==> config.mk <==
export PLATFORM = sky130hd
export DESIGN_NAME = multiplexed_seven_segment_scanner
export DESIGN_NICKNAME = d
export VERILOG_FILES = /design/src/design/msss_pkg.sv /design/src/design/msss_format.sv /design/src/design/msss_frames.sv /design/src/design/multiplexed_seven_segment_scanner.sv
export SDC_FILE = /design/constraint.sdc
export NUM_CORES = 1
export LEC_CHECK = 0
export ABC_AREA = 1
export BUFFER_PORTS_ARGS = -buffer_cell sky130_fd_sc_hd__buf_4
export CAP_MARGIN = 40
export CORE_ASPECT_RATIO = 0.75
export CORE_MARGIN = 2
export CORE_UTILIZATION = 55
export CTS_CLUSTER_SIZE = 28
export DETAILED_ROUTE_END_ITERATION = 8
export GPL_ROUTABILITY_DRIVEN = 0
export PLACE_DENSITY = 0.88
export SYNTH_ARGS = -nofsm -noshare
export SYNTH_HDL_FRONTEND = slang
export SYNTH_HIERARCHICAL = 1
export SYNTH_SLANG_ARGS = --single-unit
==> constraint.sdc <==
create_clock -name clk -period 6.6 [get_ports clk]
set_clock_uncertainty 0.1 [all_clocks]
set_input_delay 0.66 -clock clk [delete_from_list [all_inputs] [get_ports clk]]
set_output_delay 0.66 -clock clk [all_outputs]
set_load 0.02 [all_outputs]
==> src/design/msss_pkg.sv <==
`timescale 1ns / 1ps
// ----------------------------------------------------------------------------
// msss_pkg
// Shared types, codes and the digit font for the seven-segment scanner.
// ----------------------------------------------------------------------------
package msss_pkg;

  // item kinds carried on in_tuser
  typedef enum logic [1:0] {
    KIND_RAW   = 2'd0,
    KIND_TIME  = 2'd1,
    KIND_TEMP  = 2'd2,
    KIND_TICK  = 2'd3
  } kind_t;

  // configuration register indexes
  localparam logic CFG_SEG_ACTIVE_HIGH = 1'b0;
  localparam logic CFG_DIG_ACTIVE_HIGH = 1'b1;

  // digits filled by a time or temperature write
  localparam int unsigned FMT_DIGITS = 6;

  localparam logic [7:0] POINT_BIT = 8'h80;
  localparam logic [7:0] MINUS_PAT = 8'h40;
  localparam logic [7:0] BLANK_PAT = 8'h00;

  // output target chain
  localparam logic TARGET_DIGIT   = 1'b0;
  localparam logic TARGET_SEGMENT = 1'b1;

  typedef logic [FMT_DIGITS-1:0][7:0] fmt_digits_t;

  // one tick's worth of frame data handed to the output stage
  typedef struct packed {
    logic [7:0]  segs;
    logic [7:0]  enable;
    logic [7:0]  all_off;
    logic [31:0] count;
  } frame_load_t;

  // frame sequencer states
  typedef enum logic [1:0] {
    FR_IDLE = 2'd0,
    FR_OFF  = 2'd1,
    FR_SEG  = 2'd2,
    FR_EN   = 2'd3
  } frame_state_t;

  // decimal digit to segment pattern, bit0 segment a
  function automatic logic [7:0] glyph(input logic [3:0] d);
    logic [7:0] g;
    unique case (d)
      4'd0:    g = 8'h3F;
      4'd1:    g = 8'h06;
      4'd2:    g = 8'h5B;
      4'd3:    g = 8'h4F;
      4'd4:    g = 8'h66;
      4'd5:    g = 8'h6D;
      4'd6:    g = 8'h7D;
      4'd7:    g = 8'h07;
      4'd8:    g = 8'h7F;
      4'd9:    g = 8'h6F;
      default: g = BLANK_PAT;
    endcase
    return g;
  endfunction

endpackage

==> src/design/msss_format.sv <==
`timescale 1ns / 1ps
// ----------------------------------------------------------------------------
// msss_format
// Turns a time or temperature write into six digit patterns.
// ----------------------------------------------------------------------------
module msss_format (
  input  logic                  colon,
  input  logic [6:0]            hours,
  input  logic [6:0]            minutes,
  input  logic [6:0]            seconds,
  input  logic signed [10:0]    temperature,
  input  logic                  is_temp,
  output msss_pkg::fmt_digits_t digits
);
  import msss_pkg::*;

  logic [7:0]  dp;
  logic [3:0]  tens_h, ones_h, tens_m, ones_m, tens_s, ones_s;
  logic        neg;
  logic [10:0] mag;
  logic [17:0] prod10;
  logic [15:0] prod100;
  logic [6:0]  q10;
  logic [3:0]  q100;
  logic [3:0]  t_tenths, t_ones, t_tens;
  fmt_digits_t time_digits, temp_digits;

  // split a value below 128 into tens (mod 10) and ones
  function automatic logic [7:0] split_dec(input logic [6:0] v);
    logic [14:0] p;
    logic [3:0]  q;
    logic [6:0]  r;
    p = 15'(v) * 15'd205;
    q = p[14:11];
    r = v - 7'(q) * 7'd10;
    if (q >= 4'd10) q = q - 4'd10;
    return {q, r[3:0]};
  endfunction

  // time layout
  assign dp = colon ? POINT_BIT : BLANK_PAT;
  assign {tens_h, ones_h} = split_dec(hours);
  assign {tens_m, ones_m} = split_dec(minutes);
  assign {tens_s, ones_s} = split_dec(seconds);

  always_comb begin
    time_digits[0] = glyph(tens_h);
    time_digits[1] = glyph(ones_h) | dp;
    time_digits[2] = glyph(tens_m);
    time_digits[3] = glyph(ones_m) | dp;
    time_digits[4] = glyph(tens_s);
    time_digits[5] = glyph(ones_s);
  end

  // temperature magnitude, minus 1024 stays 1024 in 11 bits
  assign neg = temperature[10];
  assign mag = neg ? (~temperature + 11'd1) : temperature;

  // reciprocal multiplies, exact for magnitudes up to 1024
  assign prod10   = 18'(mag) * 18'd205;
  assign prod100  = 16'(mag) * 16'd41;
  assign q10      = prod10[17:11];
  assign q100     = prod100[15:12];
  assign t_tenths = 4'(mag - 11'(q10) * 11'd10);
  assign t_ones   = 4'(q10 - 7'(q100) * 7'd10);
  assign t_tens   = (q100 >= 4'd10) ? (q100 - 4'd10) : q100;

  always_comb begin
    temp_digits[0] = neg ? MINUS_PAT : BLANK_PAT;
    temp_digits[1] = (q100 != 4'd0) ? glyph(t_tens) : BLANK_PAT;
    temp_digits[2] = glyph(t_ones) | POINT_BIT;
    temp_digits[3] = glyph(t_tenths);
    temp_digits[4] = BLANK_PAT;
    temp_digits[5] = BLANK_PAT;
  end

  assign digits = is_temp ? temp_digits : time_digits;

endmodule

==> src/design/msss_frames.sv <==
`timescale 1ns / 1ps
// ----------------------------------------------------------------------------
// msss_frames
// Output register that plays one tick out as three frame beats.
// ----------------------------------------------------------------------------
module msss_frames (
  input  logic                  clk,
  input  logic                  rst_n,
  input  logic                  load,
  input  msss_pkg::frame_load_t load_data,
  output logic                  load_ready,
  output logic                  out_tvalid,
  input  logic                  out_tready,
  output logic [39:0]           out_tdata,   // frame_byte[7:0], elapsed_ticks[39:8]
  output logic                  out_tuser,   // target
  output logic                  out_tlast
);
  import msss_pkg::*;

  frame_state_t state_r, state_nxt;
  frame_load_t  data_r;
  logic         beat_done;
  logic [7:0]   frame_byte;

  assign beat_done  = out_tvalid && out_tready;
  assign load_ready = (state_r == FR_IDLE) || ((state_r == FR_EN) && out_tready);

  // next state
  always_comb begin
    state_nxt = state_r;
    unique case (state_r)
      FR_IDLE: if (load) state_nxt = FR_OFF;
      FR_OFF:  if (beat_done) state_nxt = FR_SEG;
      FR_SEG:  if (beat_done) state_nxt = FR_EN;
      FR_EN: begin
        if (beat_done) state_nxt = load ? FR_OFF : FR_IDLE;
      end
      default: state_nxt = FR_IDLE;
    endcase
  end

  always_ff @(posedge clk) begin
    if (!rst_n) begin
      state_r <= FR_IDLE;
    end else begin
      state_r <= state_nxt;
    end
  end

  // frame payload
  always_ff @(posedge clk) begin
    if (load && load_ready) begin
      data_r <= load_data;
    end
  end

  // beat outputs
  always_comb begin
    out_tvalid = 1'b1;
    out_tuser  = TARGET_DIGIT;
    out_tlast  = 1'b0;
    frame_byte = data_r.all_off;
    unique case (state_r)
      FR_IDLE: out_tvalid = 1'b0;
      FR_OFF:  frame_byte = data_r.all_off;
      FR_SEG: begin
        out_tuser  = TARGET_SEGMENT;
        frame_byte = data_r.segs;
      end
      FR_EN: begin
        out_tlast  = 1'b1;
        frame_byte = data_r.enable;
      end
      default: out_tvalid = 1'b0;
    endcase
  end

  assign out_tdata = {data_r.count, frame_byte};

  // checks
  a_load_when_free: assert property (@(posedge clk) disable iff (!rst_n)
    load && !load_ready |-> state_r != FR_IDLE)
    else $error("frame load while busy");
  a_seq_seg: assert property (@(posedge clk) disable iff (!rst_n)
    state_r == FR_OFF && beat_done |=> state_r == FR_SEG)
    else $error("segment beat did not follow all-off beat");
  a_payload_hold: assert property (@(posedge clk) disable iff (!rst_n)
    (state_r == FR_OFF || state_r == FR_SEG) |=> $stable(data_r.count))
    else $error("tick count changed mid tick");

endmodule

==> src/design/multiplexed_seven_segment_scanner.sv <==
`timescale 1ns / 1ps
// ----------------------------------------------------------------------------
// multiplexed_seven_segment_scanner
// Digit pattern store with time/temperature formatting and tick-driven scan.
// ----------------------------------------------------------------------------
// An item is accepted every cycle while no tick waits for the output stage;
// it is held in the input register, where writes update the digit store. A
// refresh tick yields three output beats (all enables off, segment byte,
// one-hot enable, the last with tlast) which the output frame register sends
// one per cycle while out_tready is high; the next tick can load as the last
// beat is taken, and writes between ticks still go at one per cycle. The
// first frame of a tick is presented once it is loaded into the frame register.
// ----------------------------------------------------------------------------
module multiplexed_seven_segment_scanner #(
  parameter int unsigned DIGIT_COUNT = 6
) (
  input  logic        clk,
  input  logic        rst_n,
  // configuration writes
  input  logic        cfg_we,
  input  logic        cfg_addr,
  input  logic        cfg_wdata,
  // input stream
  input  logic        in_tvalid,
  output logic        in_tready,
  input  logic [47:0] in_tdata,   // position, pattern, hours, minutes, seconds,
                                  // colon, temperature
  input  logic [1:0]  in_tuser,   // kind
  // result stream
  output logic        out_tvalid,
  input  logic        out_tready,
  output logic [39:0] out_tdata,  // frame_byte, elapsed_ticks
  output logic        out_tuser,  // target
  output logic        out_tlast
);
  import msss_pkg::*;

  localparam int unsigned IDX_W = $clog2(DIGIT_COUNT);

  logic                        s1_valid_r;
  kind_t                       kind_r;
  logic [47:0]                 data_r;
  logic                        seg_hi_r, dig_hi_r;
  logic [DIGIT_COUNT-1:0][7:0] digits_r;
  logic [IDX_W-1:0]            scan_r, scan_nxt;
  logic [31:0]                 count_r, count_nxt;
  logic                        s1_adv, is_tick, tick_go, frame_ready;
  fmt_digits_t                 fmt;
  frame_load_t                 load_data;
  logic [7:0]                  onehot;

  // configuration registers
  always_ff @(posedge clk) begin
    if (!rst_n) begin
      seg_hi_r <= 1'b1;
      dig_hi_r <= 1'b1;
    end else if (cfg_we) begin
      unique case (cfg_addr)
        CFG_SEG_ACTIVE_HIGH: seg_hi_r <= cfg_wdata;
        CFG_DIG_ACTIVE_HIGH: dig_hi_r <= cfg_wdata;
        default: ;
      endcase
    end
  end

  // input register
  assign is_tick   = (kind_r == KIND_TICK);
  assign s1_adv    = s1_valid_r && (!is_tick || frame_ready);
  assign tick_go   = s1_adv && is_tick;
  assign in_tready = !s1_valid_r || s1_adv;

  always_ff @(posedge clk) begin
    if (!rst_n) begin
      s1_valid_r <= 1'b0;
    end else if (in_tready) begin
      s1_valid_r <= in_tvalid;
    end
  end

  always_ff @(posedge clk) begin
    if (in_tvalid && in_tready) begin
      kind_r <= kind_t'(in_tuser);
      data_r <= in_tdata;
    end
  end

  // time and temperature formatting
  msss_format u_format (
    .colon       (data_r[32]),
    .hours       (data_r[17:11]),
    .minutes     (data_r[24:18]),
    .seconds     (data_r[31:25]),
    .temperature (data_r[43:33]),
    .is_temp     (kind_r == KIND_TEMP),
    .digits      (fmt)
  );

  // digit pattern store
  always_ff @(posedge clk) begin
    if (!rst_n) begin
      digits_r <= '0;
    end else if (s1_adv) begin
      for (int i = 0; i < DIGIT_COUNT; i++) begin
        if (kind_r == KIND_RAW && data_r[2:0] == 3'(i)) begin
          digits_r[i] <= data_r[10:3];
        end else if ((kind_r == KIND_TIME || kind_r == KIND_TEMP) && i < FMT_DIGITS) begin
          digits_r[i] <= fmt[i];
        end
      end
    end
  end

  // scan position and tick counter
  assign scan_nxt  = (scan_r == IDX_W'(DIGIT_COUNT - 1)) ? '0 : scan_r + 1'b1;
  assign count_nxt = count_r + 32'd1;

  always_ff @(posedge clk) begin
    if (!rst_n) begin
      scan_r  <= '0;
      count_r <= '0;
    end else if (tick_go) begin
      scan_r  <= scan_nxt;
      count_r <= count_nxt;
    end
  end

  // frame contents for this tick
  assign onehot = 8'(9'd1 << scan_r);
  always_comb begin
    load_data.segs    = digits_r[scan_r] ^ {8{~seg_hi_r}};
    load_data.enable  = onehot ^ {8{~dig_hi_r}};
    load_data.all_off = {8{~dig_hi_r}};
    load_data.count   = count_nxt;
  end

  msss_frames u_frames (
    .clk        (clk),
    .rst_n      (rst_n),
    .load       (tick_go),
    .load_data  (load_data),
    .load_ready (frame_ready),
    .out_tvalid (out_tvalid),
    .out_tready (out_tready),
    .out_tdata  (out_tdata),
    .out_tuser  (out_tuser),
    .out_tlast  (out_tlast)
  );

  // checks
  a_scan_range: assert property (@(posedge clk) disable iff (!rst_n)
    32'(scan_r) < DIGIT_COUNT)
    else $error("scan position out of range");
  a_count_step: assert property (@(posedge clk) disable iff (!rst_n)
    tick_go |=> count_r == $past(count_r) + 32'd1)
    else $error("tick counter did not step");
  a_write_no_frame: assert property (@(posedge clk) disable iff (!rst_n)
    s1_adv && !is_tick |=> $stable(count_r) && $stable(scan_r))
    else $error("write moved the scan state");

endmodule
==> results.sh, run 1 <==
export IMPL_nNetsFinal=2585
export IMPL_fin_util_pct=62.1
export IMPL_yosys_top_cells_area="edfxtp_1 (18%), ha_1 (17%), nand2_1 (12%), dfxtp_1 (10%), fa_1 (6.3%)"
export IMPL_final_cell_mix="nand2_1 (519), inv_1 (268), ha_1 (231)"
export IMPL_die_w_um=207
export IMPL_gr_total_overflow=0
export IMPL_h_tree_depth=4
export IMPL_grt_setup_unrepaired="true"
export IMPL_vias=14700
export IMPL_max_freq_ghz=0.160
export IMPL_synthToLayoutAreaGrowth_pct=10.6
export IMPL_synth_area_leader_cell="edfxtp_1"
export IMPL_cts_root_buf="clkbuf_16"
export IMPL_yosys_register_bits=190
export IMPL_tightest_slew_ps=809
export IMPL_post_dp_hpwl_um=31500
export IMPL_drtIter0Drc=1867
export IMPL_dp_cells=2613
export IMPL_coreArea_sq_um=30200
export IMPL_path_class="reg2reg"
export IMPL_wl_per_cell_um=15.5
export IMPL_antenna_found_initial=0
export IMPL_grt_max_degree=60
export IMPL_fp_dieH_um=156
export IMPL_hold_path_class="in2reg"
export IMPL_power_frac_comb_pct=74.3
export IMPL_slowest_stage="fa_2"
export IMPL_worstReg2RegStart="data_r[33]"
export IMPL_synth_cells=2172
export IMPL_start_util_pct=56.1
export IMPL_p_int_mw=4.65
export IMPL_synth_area_sq_um=16900
export IMPL_tns_ps=0
export IMPL_maxCapViolations=0
export IMPL_numPortBuffers=96
export IMPL_drive_gt1_share_pct=13.2
export IMPL_power_density_nw_per_um2=525
export IMPL_power_mw=9.84
export IMPL_hold_viol=0
export IMPL_slew_headroom_pct=45.7
export IMPL_fin_hold_ws_ps=272
export IMPL_setup_viol=0
export IMPL_slowest_delay_ps=590
export IMPL_cts_max_path_buffers=2
export IMPL_cp_required_ps=6900
export IMPL_clk_pin_slew_ps=90
export IMPL_antennaDiodeCount=0
export IMPL_p_sw_mw=5.19
export IMPL_drc=7
export IMPL_die_area_sq_um=32200
export IMPL_insertion_delay_ps=460
export IMPL_worst_hold_startpoint="in_tdata[41]"
export IMPL_timing_critical_path_from="data_r[33]"
export IMPL_cts_sinks=190
export IMPL_ys_warn_count=6
export IMPL_swShare_pct=52.7
export IMPL_final_cells=2650
export IMPL_slew_violations=0
export IMPL_totalWireLength_um=41100
export IMPL_cp_max_fo=8
export IMPL_start_kind="register"
export IMPL_yosysSeqAreaShare_pct=28.5
export IMPL_leakagePower_nw=9.42
export IMPL_timing_final_crit_share_pct=94.8
export IMPL_synth_flop_cell="edfxtp_1"
export IMPL_cts_tree="done"
export IMPL_failed_checks="design-rule violations"
export IMPL_async_reset_ff_share_pct=0
export IMPL_drt_pass1_iterations=9
export IMPL_num_rows=55
export IMPL_synth_avg_cell_area_sq_um=7.80
export IMPL_clkPwrFrac_pct=11.2
export IMPL_io_pins=101
export IMPL_endpoint_kind="register"
export IMPL_run_status="finished with violations"
export IMPL_grt_pass1_vias=14100
export IMPL_period_needed_ps=6260
export IMPL_synth_edf_count=102
export IMPL_grt_first_pass_wirelength_um=67000
export IMPL_p_seq_share_pct=14.4
export IMPL_worstPathArrival_ps=6560
export IMPL_final_common_cell="nand2_1"
export IMPL_grt_usage_pct=25.7
export IMPL_synth_top_area_share_pct=18.1
export IMPL_antenna_left=0
export IMPL_vias_per_cell=5.53
export IMPL_ctsHoldBuffers=0
export IMPL_peakVddDrop_uv=681
export IMPL_yosysUniqueCellTypes=52
export IMPL_numCtsBuffers=17
per-stage QoR:
step | setup slack, ps | area, sq um
after floorplan | 304 | 17000
after global placement | 241 | 17800
after detailed placement | 68.4 | 17900
after CTS | 39.5 | 18500
after global routing | -35.5 | 18700
final | 340 | 18700
cells by family after synthesis:
family	Yosys count	share of synthesized area, %
compound gates	284	9.46
xor+xnor	54	3.23
fa+ha+maj	290	23.8
buf+inv	369	9.42
flops	190	28.5
other cells	1	0.0221
simple gates	984	25.6
sequential cells by signal, indices dropped and copies added (netlist names):
register,count
count_r,32
dig_hi_r,1
scan_r,3
seg_hi_r,1
u_frames/out_tdata,32
data_r,44
u_frames/state_r,2
digits_r,48
u_frames/data_r,24
s1_valid_r,1
kind_r,2
power by group through the flow:
stage	sequential [mW]	clock, mW	combinational [mW]
after CTS	1.42	1.11	6.67
after floorplan	1.41	0	5.19
after global placement	1.44	0	6.18
after detailed placement	1.44	0	6.60
after global routing	1.43	1.16	8.28
final	1.42	1.11	7.32
critical path, delay by kind of cell, from the launching register on:
kind	cells	cell delay (ps)
AO/OA/AOI/OAI	2	320
AND/OR/NAND/NOR	14	1530
XOR/XNOR	2	360
flip-flops	1	400
buffers and inverters	8	840
adder cells (fa/ha/maj)	6	2680
metal layers:
metal | up-vias | share of wire (%) | GRT usage (%)
li1 | 7148 | - | -
met1 | 6733 | 45 | 36.5
met2 | 700 | 44 | 39.9
met3 | 84 | 9.3 | 4.34
met4 | 0 | 1.8 | 7.69
met5 | - | 0 | 0
what timing repair did:
item,4_1_cts,5_1_grt
hold endpoints to repair,0,0
gates resized for setup,0,36
setup endpoints to repair,0,14
buffers inserted,0,5
final timing paths:
check                           slack (ps)  cells past startpoint            to
worst min-delay path                   270                      1    data_r[41]
worst min register to register         410                      2    count_r[1]
worst max register to register         340                     32  digits_r[22]
worst max-delay path                   340                     32  digits_r[22]
synthesized netlist by cell type (all sizes together) (15+ instances only):
| master | instances |
|---|---|
| ha | 237 |
| a21oi | 89 |
| nor2 | 218 |
| xor2 | 40 |
| nand2 | 560 |
| buf | 57 |
| edfxtp | 102 |
| nand3 | 158 |
| fa | 53 |
| clkbuf | 15 |
| inv | 293 |
| nand4 | 16 |
| dfxtp | 88 |
| o21ai | 158 |
final cells by class:
class | instances | area (sq um)
tap | 399 | 499
fill | 2380 | 11500
timing repair buffer | 117 | 931
multi-input combinational | 1615 | 10700
sequential | 190 | 4820
inverter | 297 | 1120
clock buffer | 17 | 425
clock inverter | 15 | 210
Power figures use the tool's default switching activity.
==> run 2: changes to the inputs <==
--- a/config.mk
+++ b/config.mk
@@ -14,7 +14,7 @@
 export CTS_CLUSTER_SIZE = 28
 export DETAILED_ROUTE_END_ITERATION = 8
 export GPL_ROUTABILITY_DRIVEN = 0
-export PLACE_DENSITY = 0.88
+export PLACE_DENSITY = 0.76
 export SYNTH_ARGS = -nofsm -noshare
 export SYNTH_HDL_FRONTEND = slang
 export SYNTH_HIERARCHICAL = 1
==> run 2 against run 1 <==
Against the previous run: the flow now finishes without violations; first-iteration DRC count down 34%; power down 3.3%; highest routed layer unchanged; flip-flop and latch count unchanged; sequential power about the same; utilization down 0.30 points; worst setup slack worse by 8.4 ps; via count down 2.2%; cell area down 0.48%; largest cell class unchanged.
==> results.sh, run 2 (synthesized netlist as in run 1, its figures left out) <==
export IMPL_post_dp_hpwl_um=30300
export IMPL_totalWireLength_um=38600
export IMPL_swShare_pct=52.5
export IMPL_reg_top3="digits_r: 48 flops, data_r: 44 flops"
export IMPL_start_util_pct=56.1
export IMPL_largest_register="digits_r"
export IMPL_vias=14300
export IMPL_slowest_delay_ps=550
export IMPL_vias_per_cell=5.40
export IMPL_peakVddDrop_uv=516
export IMPL_tns_ps=0
export IMPL_io_pins=101
export IMPL_final_cells=2655
export IMPL_cts_max_path_buffers=2
export IMPL_cts_sinks=190
export IMPL_place_ws_ps=-2.62
export IMPL_synthToLayoutAreaGrowth_pct=10.1
export IMPL_cts_tree="done"
export IMPL_h_tree_depth=4
export IMPL_rrSetupSlack_ps=330
export IMPL_worst_hold_startpoint="in_tdata[38]"
export IMPL_max_freq_ghz=0.160
export IMPL_endpoint_kind="register"
export IMPL_cp_required_ps=6850
export IMPL_numCtsBuffers=17
export IMPL_worstPathArrival_ps=6520
export IMPL_p_seq_share_pct=14.9
export IMPL_antenna_found_initial=0
export IMPL_slowest_stage="fa_1"
export IMPL_grt_usage_pct=24.6
export IMPL_clk_pin_slew_ps=80
export IMPL_power_density_nw_per_um2=510
export IMPL_start_kind="register"
export IMPL_dp_cells=2615
export IMPL_hold_depth=1
export IMPL_cts_root_buf="clkbuf_16"
export IMPL_worstReg2RegStart="data_r[33]"
export IMPL_timing_critical_path_from="data_r[33]"
export IMPL_drive_gt1_share_pct=12.9
export IMPL_grt_first_pass_wirelength_um=63500
export IMPL_drtIter0Drc=1223
export IMPL_grt_pass1_vias=13200
export IMPL_hold_viol=0
export IMPL_power_mw=9.52
export IMPL_r2r_end="digits_r[26]"
export IMPL_nNetsFinal=2590
export IMPL_setup_viol=0
export IMPL_cp_max_fo=6
export IMPL_timing_final_crit_share_pct=95.0
export IMPL_rr_worst_depth=33
export IMPL_coreArea_sq_um=30200
export IMPL_largest_register_ffs=48
export IMPL_maxCapViolations=0
export IMPL_ctsHoldBuffers=0
export IMPL_slew_headroom_pct=43.0
export IMPL_p_int_mw=4.52
export IMPL_num_rows=55
export IMPL_fp_dieH_um=156
export IMPL_path_class="reg2reg"
export IMPL_grt_max_degree=60
export IMPL_tightest_slew_ps=850
export IMPL_power_frac_comb_pct=74.1
export IMPL_hold_path_class="in2reg"
export IMPL_numPortBuffers=96
export IMPL_leakagePower_nw=9.42
export IMPL_final_cell_mix="nand2_1 (521), inv_1 (269), ha_1 (234)"
export IMPL_drt_pass1_iterations=6
export IMPL_antennaDiodeCount=0
export IMPL_slew_violations=0
export IMPL_die_w_um=207
export IMPL_clkPwrFrac_pct=11.0
export IMPL_final_common_cell="nand2_1"
export IMPL_insertion_delay_ps=460
export IMPL_run_status="finished, final reports clean"
export IMPL_fin_ws_ps=332
export IMPL_p_sw_mw=4.99
export IMPL_crit_top_cell="nand2_1"
export IMPL_wl_per_cell_um=14.5
export IMPL_period_needed_ps=6270
export IMPL_die_area_sq_um=32200
export IMPL_drc=0
export IMPL_gr_total_overflow=0
export IMPL_antenna_left=0
export IMPL_crit_end="digits_r[26]"
[run 2: repair_timing]
action | in CTS | in global routing
setup endpoints to repair | 3 | 14
pin swaps | 1 | 8
setup buffers | 1 | 7
cloned | 0 | 0
gates resized for setup | 0 | 24
[run 2: how the worst min path moves through the flow]
stage | to | slack, ps
6_report | data_r[38] | 280
5_1_grt | data_r[27] | 260
4_1_cts | data_r[41] | 260
3_5_place_dp | count_r[1] | 380
3_3_place_gp | count_r[1] | 370
2_1_floorplan | count_r[1] | 360
[run 2: routing by layer]
layer  GRT usage (%)  part of all wire, %  up-vias
li1                -                    -     7157
met1            36.8                   49     6730
met2            37.0                   43      423
met3            4.32                  6.9       37
met4            5.07                  1.2        0
met5               0                    0        -
[run 2: power groups by stage]
stage | combinational, mW | clock (mW) | sequential, mW
after floorplan | 5.19 | 0 | 1.41
after global placement | 6.34 | 0 | 1.44
after detailed placement | 6.58 | 0 | 1.44
after CTS | 6.66 | 1.07 | 1.41
after global routing | 8.06 | 1.11 | 1.43
final | 7.06 | 1.04 | 1.42
[run 2: final cells by class]
class,instances,area (sq um)
clock buffers,17,425
well taps,399,499
inverters,297,1120
repair buffers,122,948
flip-flops and latches,190,4820
fillers,2634,11600
clock inverters,15,175
multi-input cells,1615,10700
[run 2: critical path, delay by kind of cell, from the launching register on]
kind	cells	cell delay, ps
and+or+nand+nor	17	1730
adders and majority gates	7	2680
AOI/OAI and AO/OA	2	300
xor gates and xnor gates	3	590
DFF	1	400
buffers and inverters	4	370
[run 2: through the flow]
stage                     util (%)  instance area (sq um)  hold slack [ps]
after floorplan                  -                  17000              360
after global placement        59.0                  17800              372
after detailed placement      59.2                  17900              384
after CTS                     61.2                  18500              256
after global routing          61.8                  18700              264
final                         61.8                  18700              280
==> run 3: changes to the inputs <==
--- a/config.mk
+++ b/config.mk
@@ -5,16 +5,15 @@
 export SDC_FILE = /design/constraint.sdc
 export NUM_CORES = 1
 export LEC_CHECK = 0
-export ABC_AREA = 1
 export BUFFER_PORTS_ARGS = -buffer_cell sky130_fd_sc_hd__buf_4
 export CAP_MARGIN = 40
 export CORE_ASPECT_RATIO = 0.75
 export CORE_MARGIN = 2
-export CORE_UTILIZATION = 55
+export CORE_UTILIZATION = 57
 export CTS_CLUSTER_SIZE = 28
 export DETAILED_ROUTE_END_ITERATION = 8
 export GPL_ROUTABILITY_DRIVEN = 0
-export PLACE_DENSITY = 0.76
+export PLACE_DENSITY = 0.78
 export SYNTH_ARGS = -nofsm -noshare
 export SYNTH_HDL_FRONTEND = slang
 export SYNTH_HIERARCHICAL = 1
==> run 3 against run 2 <==
Against the previous run: the run now ends with negative setup slack left; die area is 4.8% lower; synthesized cell count is 23% lower; synthesized area is 1.5% lower; first-iteration DRC count is 12% lower; maximum frequency is 14% lower; routed wire length is 1.4% lower; flip-flop and latch count stayed put; cell area is 3.3% higher; worst setup slack worse by 980 ps; count of clock-buffer cells in the layout stayed put; register-to-register slack worse by 980 ps; critical path type unchanged; largest cell class unchanged; highest routed layer unchanged.
==> results.sh, run 3 <==
export IMPL_run_status="finished with violations"
export IMPL_failed_checks="negative setup slack"
export IMPL_endpoint_kind="register"
export IMPL_die_w_um=202
export IMPL_largest_register="digits_r"
export IMPL_num_rows=54
export IMPL_synth_compound_area_share_pct=13.8
export IMPL_grt_max_degree=71
export IMPL_timing_final_crit_share_pct=110
export IMPL_synth_area_sq_um=16700
export IMPL_drive_gt1_share_pct=20.0
export IMPL_async_reset_ff_share_pct=0
export IMPL_yosys_top_cells_area="edfxtp_1 (18%), ha_1 (18%), dfxtp_1 (11%), fa_1 (6.4%), mux2i_1 (4.6%)"
export IMPL_synth_avg_cell_area_sq_um=10.0
export IMPL_largest_register_ffs=48
export IMPL_rrSetupSlack_ps=-650
export IMPL_synthTopCellsByCount="ha_1 (237), inv_1 (154), nand2_1 (127), edfxtp_1 (102), dfxtp_1 (88)"
export IMPL_fin_ws_ps=-648
export IMPL_yosysSeqAreaShare_pct=28.9
export IMPL_io_pins=101
export IMPL_ys_warn_count=6
export IMPL_cp_required_ps=6840
export IMPL_cp_max_fo=5
export IMPL_synthToLayoutAreaGrowth_pct=15.4
export IMPL_crit_top_cell="buf_4"
export IMPL_vias_per_cell=5.75
export IMPL_place_area_sq_um=18100
export IMPL_hold_viol=0
export IMPL_grt_setup_unrepaired="true"
export IMPL_hold_path_class="in2reg"
export IMPL_max_freq_ghz=0.138
export IMPL_setup_viol=14
export IMPL_numCtsBuffers=17
export IMPL_period_needed_ps=7250
export IMPL_synth_most_common_cell="ha_1"
export IMPL_numPortBuffers=96
export IMPL_wl_per_cell_um=17.3
export IMPL_synth_top_family_by_area="adder cells"
export IMPL_cts_sinks=190
export IMPL_muxShareOfSynthArea_pct=5.79
export IMPL_path_class="reg2reg"
export IMPL_yosysUniqueCellTypes=97
export IMPL_fin_util_pct=66.5
export IMPL_drt_pass1_iterations=5
export IMPL_drtIter0Drc=1079
export IMPL_tns_ps=-7620
export IMPL_nNetsFinal=2136
export IMPL_tightest_slew_ps=879
export IMPL_gr_total_overflow=0
export IMPL_start_kind="register"
export IMPL_antenna_left=0
export IMPL_slew_headroom_pct=40.8
export IMPL_grt_usage_pct=24.5
export IMPL_grt_first_pass_wirelength_um=61700
export IMPL_cts_root_buf="clkbuf_16"
export IMPL_clk_pin_slew_ps=90
export IMPL_synth_cells=1670
export IMPL_fp_dieH_um=152
export IMPL_vias=12600
export IMPL_reg_top3="digits_r: 48 flops, data_r: 44 flops"
export IMPL_synth_top_area_share_pct=18.3
export IMPL_synthSimpleGateAreaFrac_pct=13.1
export IMPL_final_cell_mix="ha_1 (227), buf_4 (199), inv_1 (148)"
export IMPL_post_dp_hpwl_um=28500
export IMPL_antenna_found_initial=0
export IMPL_synth_area_leader_cell="edfxtp_1"
export IMPL_synth_edf_count=102
export IMPL_final_area_sq_um=19300
export IMPL_cts_max_path_buffers=2
export IMPL_worstPathArrival_ps=7490
export IMPL_drc=0
export IMPL_insertion_delay_ps=450
export IMPL_maxCapViolations=0
export IMPL_yosys_register_bits=190
export IMPL_cts_tree="done"
export IMPL_antennaDiodeCount=0
export IMPL_totalWireLength_um=38000
export IMPL_synthXorXnorAreaFrac_pct=7.09
export IMPL_slowest_delay_ps=630
export IMPL_grt_pass1_vias=12300
export IMPL_die_area_sq_um=30700
export IMPL_synth_flop_cell="edfxtp_1"
export IMPL_start_util_pct=57.6
export IMPL_slew_violations=0
export IMPL_h_tree_depth=4
export IMPL_synthAdderAreaFrac_pct=24.2
export IMPL_slowest_stage="fa_1"
export IMPL_final_common_cell="ha_1"
export IMPL_coreArea_sq_um=29000
[run 3: cell types whose count changed in the layout (fill, tap and decap cells not counted), moves of 79 or more]
cell and change:
buf_4 +79, o21ai_0 -80, nand3_1 -118, inv_1 -121, nand2_1 -396, nor2_1 -141
[run 3: cells by family after synthesis]
| kind of cell | count (synthesis) |
|---|---|
| muxes | 86 |
| DFF | 190 |
| other | 1 |
| adders and majority gates | 291 |
| AOI/OAI and AO/OA | 305 |
| and+or+nand+nor | 402 |
| xor gates and xnor gates | 129 |
| buffers and inverters | 266 |
[run 3: path summary, 6_finish.rpt]
kind           startpoint  depth (start not counted)      endpoint
max            data_r[33]                         35  digits_r[26]
min          in_tdata[32]                          1    data_r[32]
max reg2reg    data_r[33]                         35  digits_r[26]
min reg2reg  digits_r[34]                          1  digits_r[34]
[run 3: final cells by class]
cell class,count,area [sq um]
Timing Repair Buffer,207,1620
Sequential cell,190,4820
Inverter,157,589
Multi-Input combinational cell,1216,11100
Tap cell,392,490
Fill cell,2179,9710
Clock buffer,17,425
Clock inverter,15,230
[run 3: per-stage QoR]
stage          hold WS, ps  worst slack (ps)  instances
6_report               283              -648       2194
5_1_grt                263              -890       2194
3_5_place_dp           383              -641       2136
4_1_cts                268              -516       2181
3_3_place_gp           377              -438       2129
2_1_floorplan          367              -336       1672
[run 3: critical path: cells and delay by family, from the launching register on]
| kind | cells | cell delay (ps) |
|---|---|---|
| adder cells (fa/ha/maj) | 7 | 2760 |
| buffers and inverters | 14 | 1750 |
| AO/OA/AOI/OAI | 6 | 950 |
| XOR/XNOR | 5 | 810 |
| flip-flops | 1 | 440 |
| AND/OR/NAND/NOR | 2 | 160 |
| multiplexers | 1 | 150 |
[run 3: repair_timing]
| item | CTS | global route |
|---|---|---|
| hold buffers | 0 | 0 |
| resized for setup | 30 | 33 |
| setup buffers | 13 | 14 |
| endpoints found under the setup margin | 20 | 22 |
| pin swaps | 31 | 34 |
[run 3: per-layer routing]
layer  global-route usage [%]  wire (um)
met1                     35.9      18500
met2                     38.5      17200
met3                     3.76       1920
met4                     5.25        447
met5                        0          0
Power of run 3 is left out: the tool's default activity adds up to more than one toggle a clock period on the data nets, which glitch-free logic cannot reach.
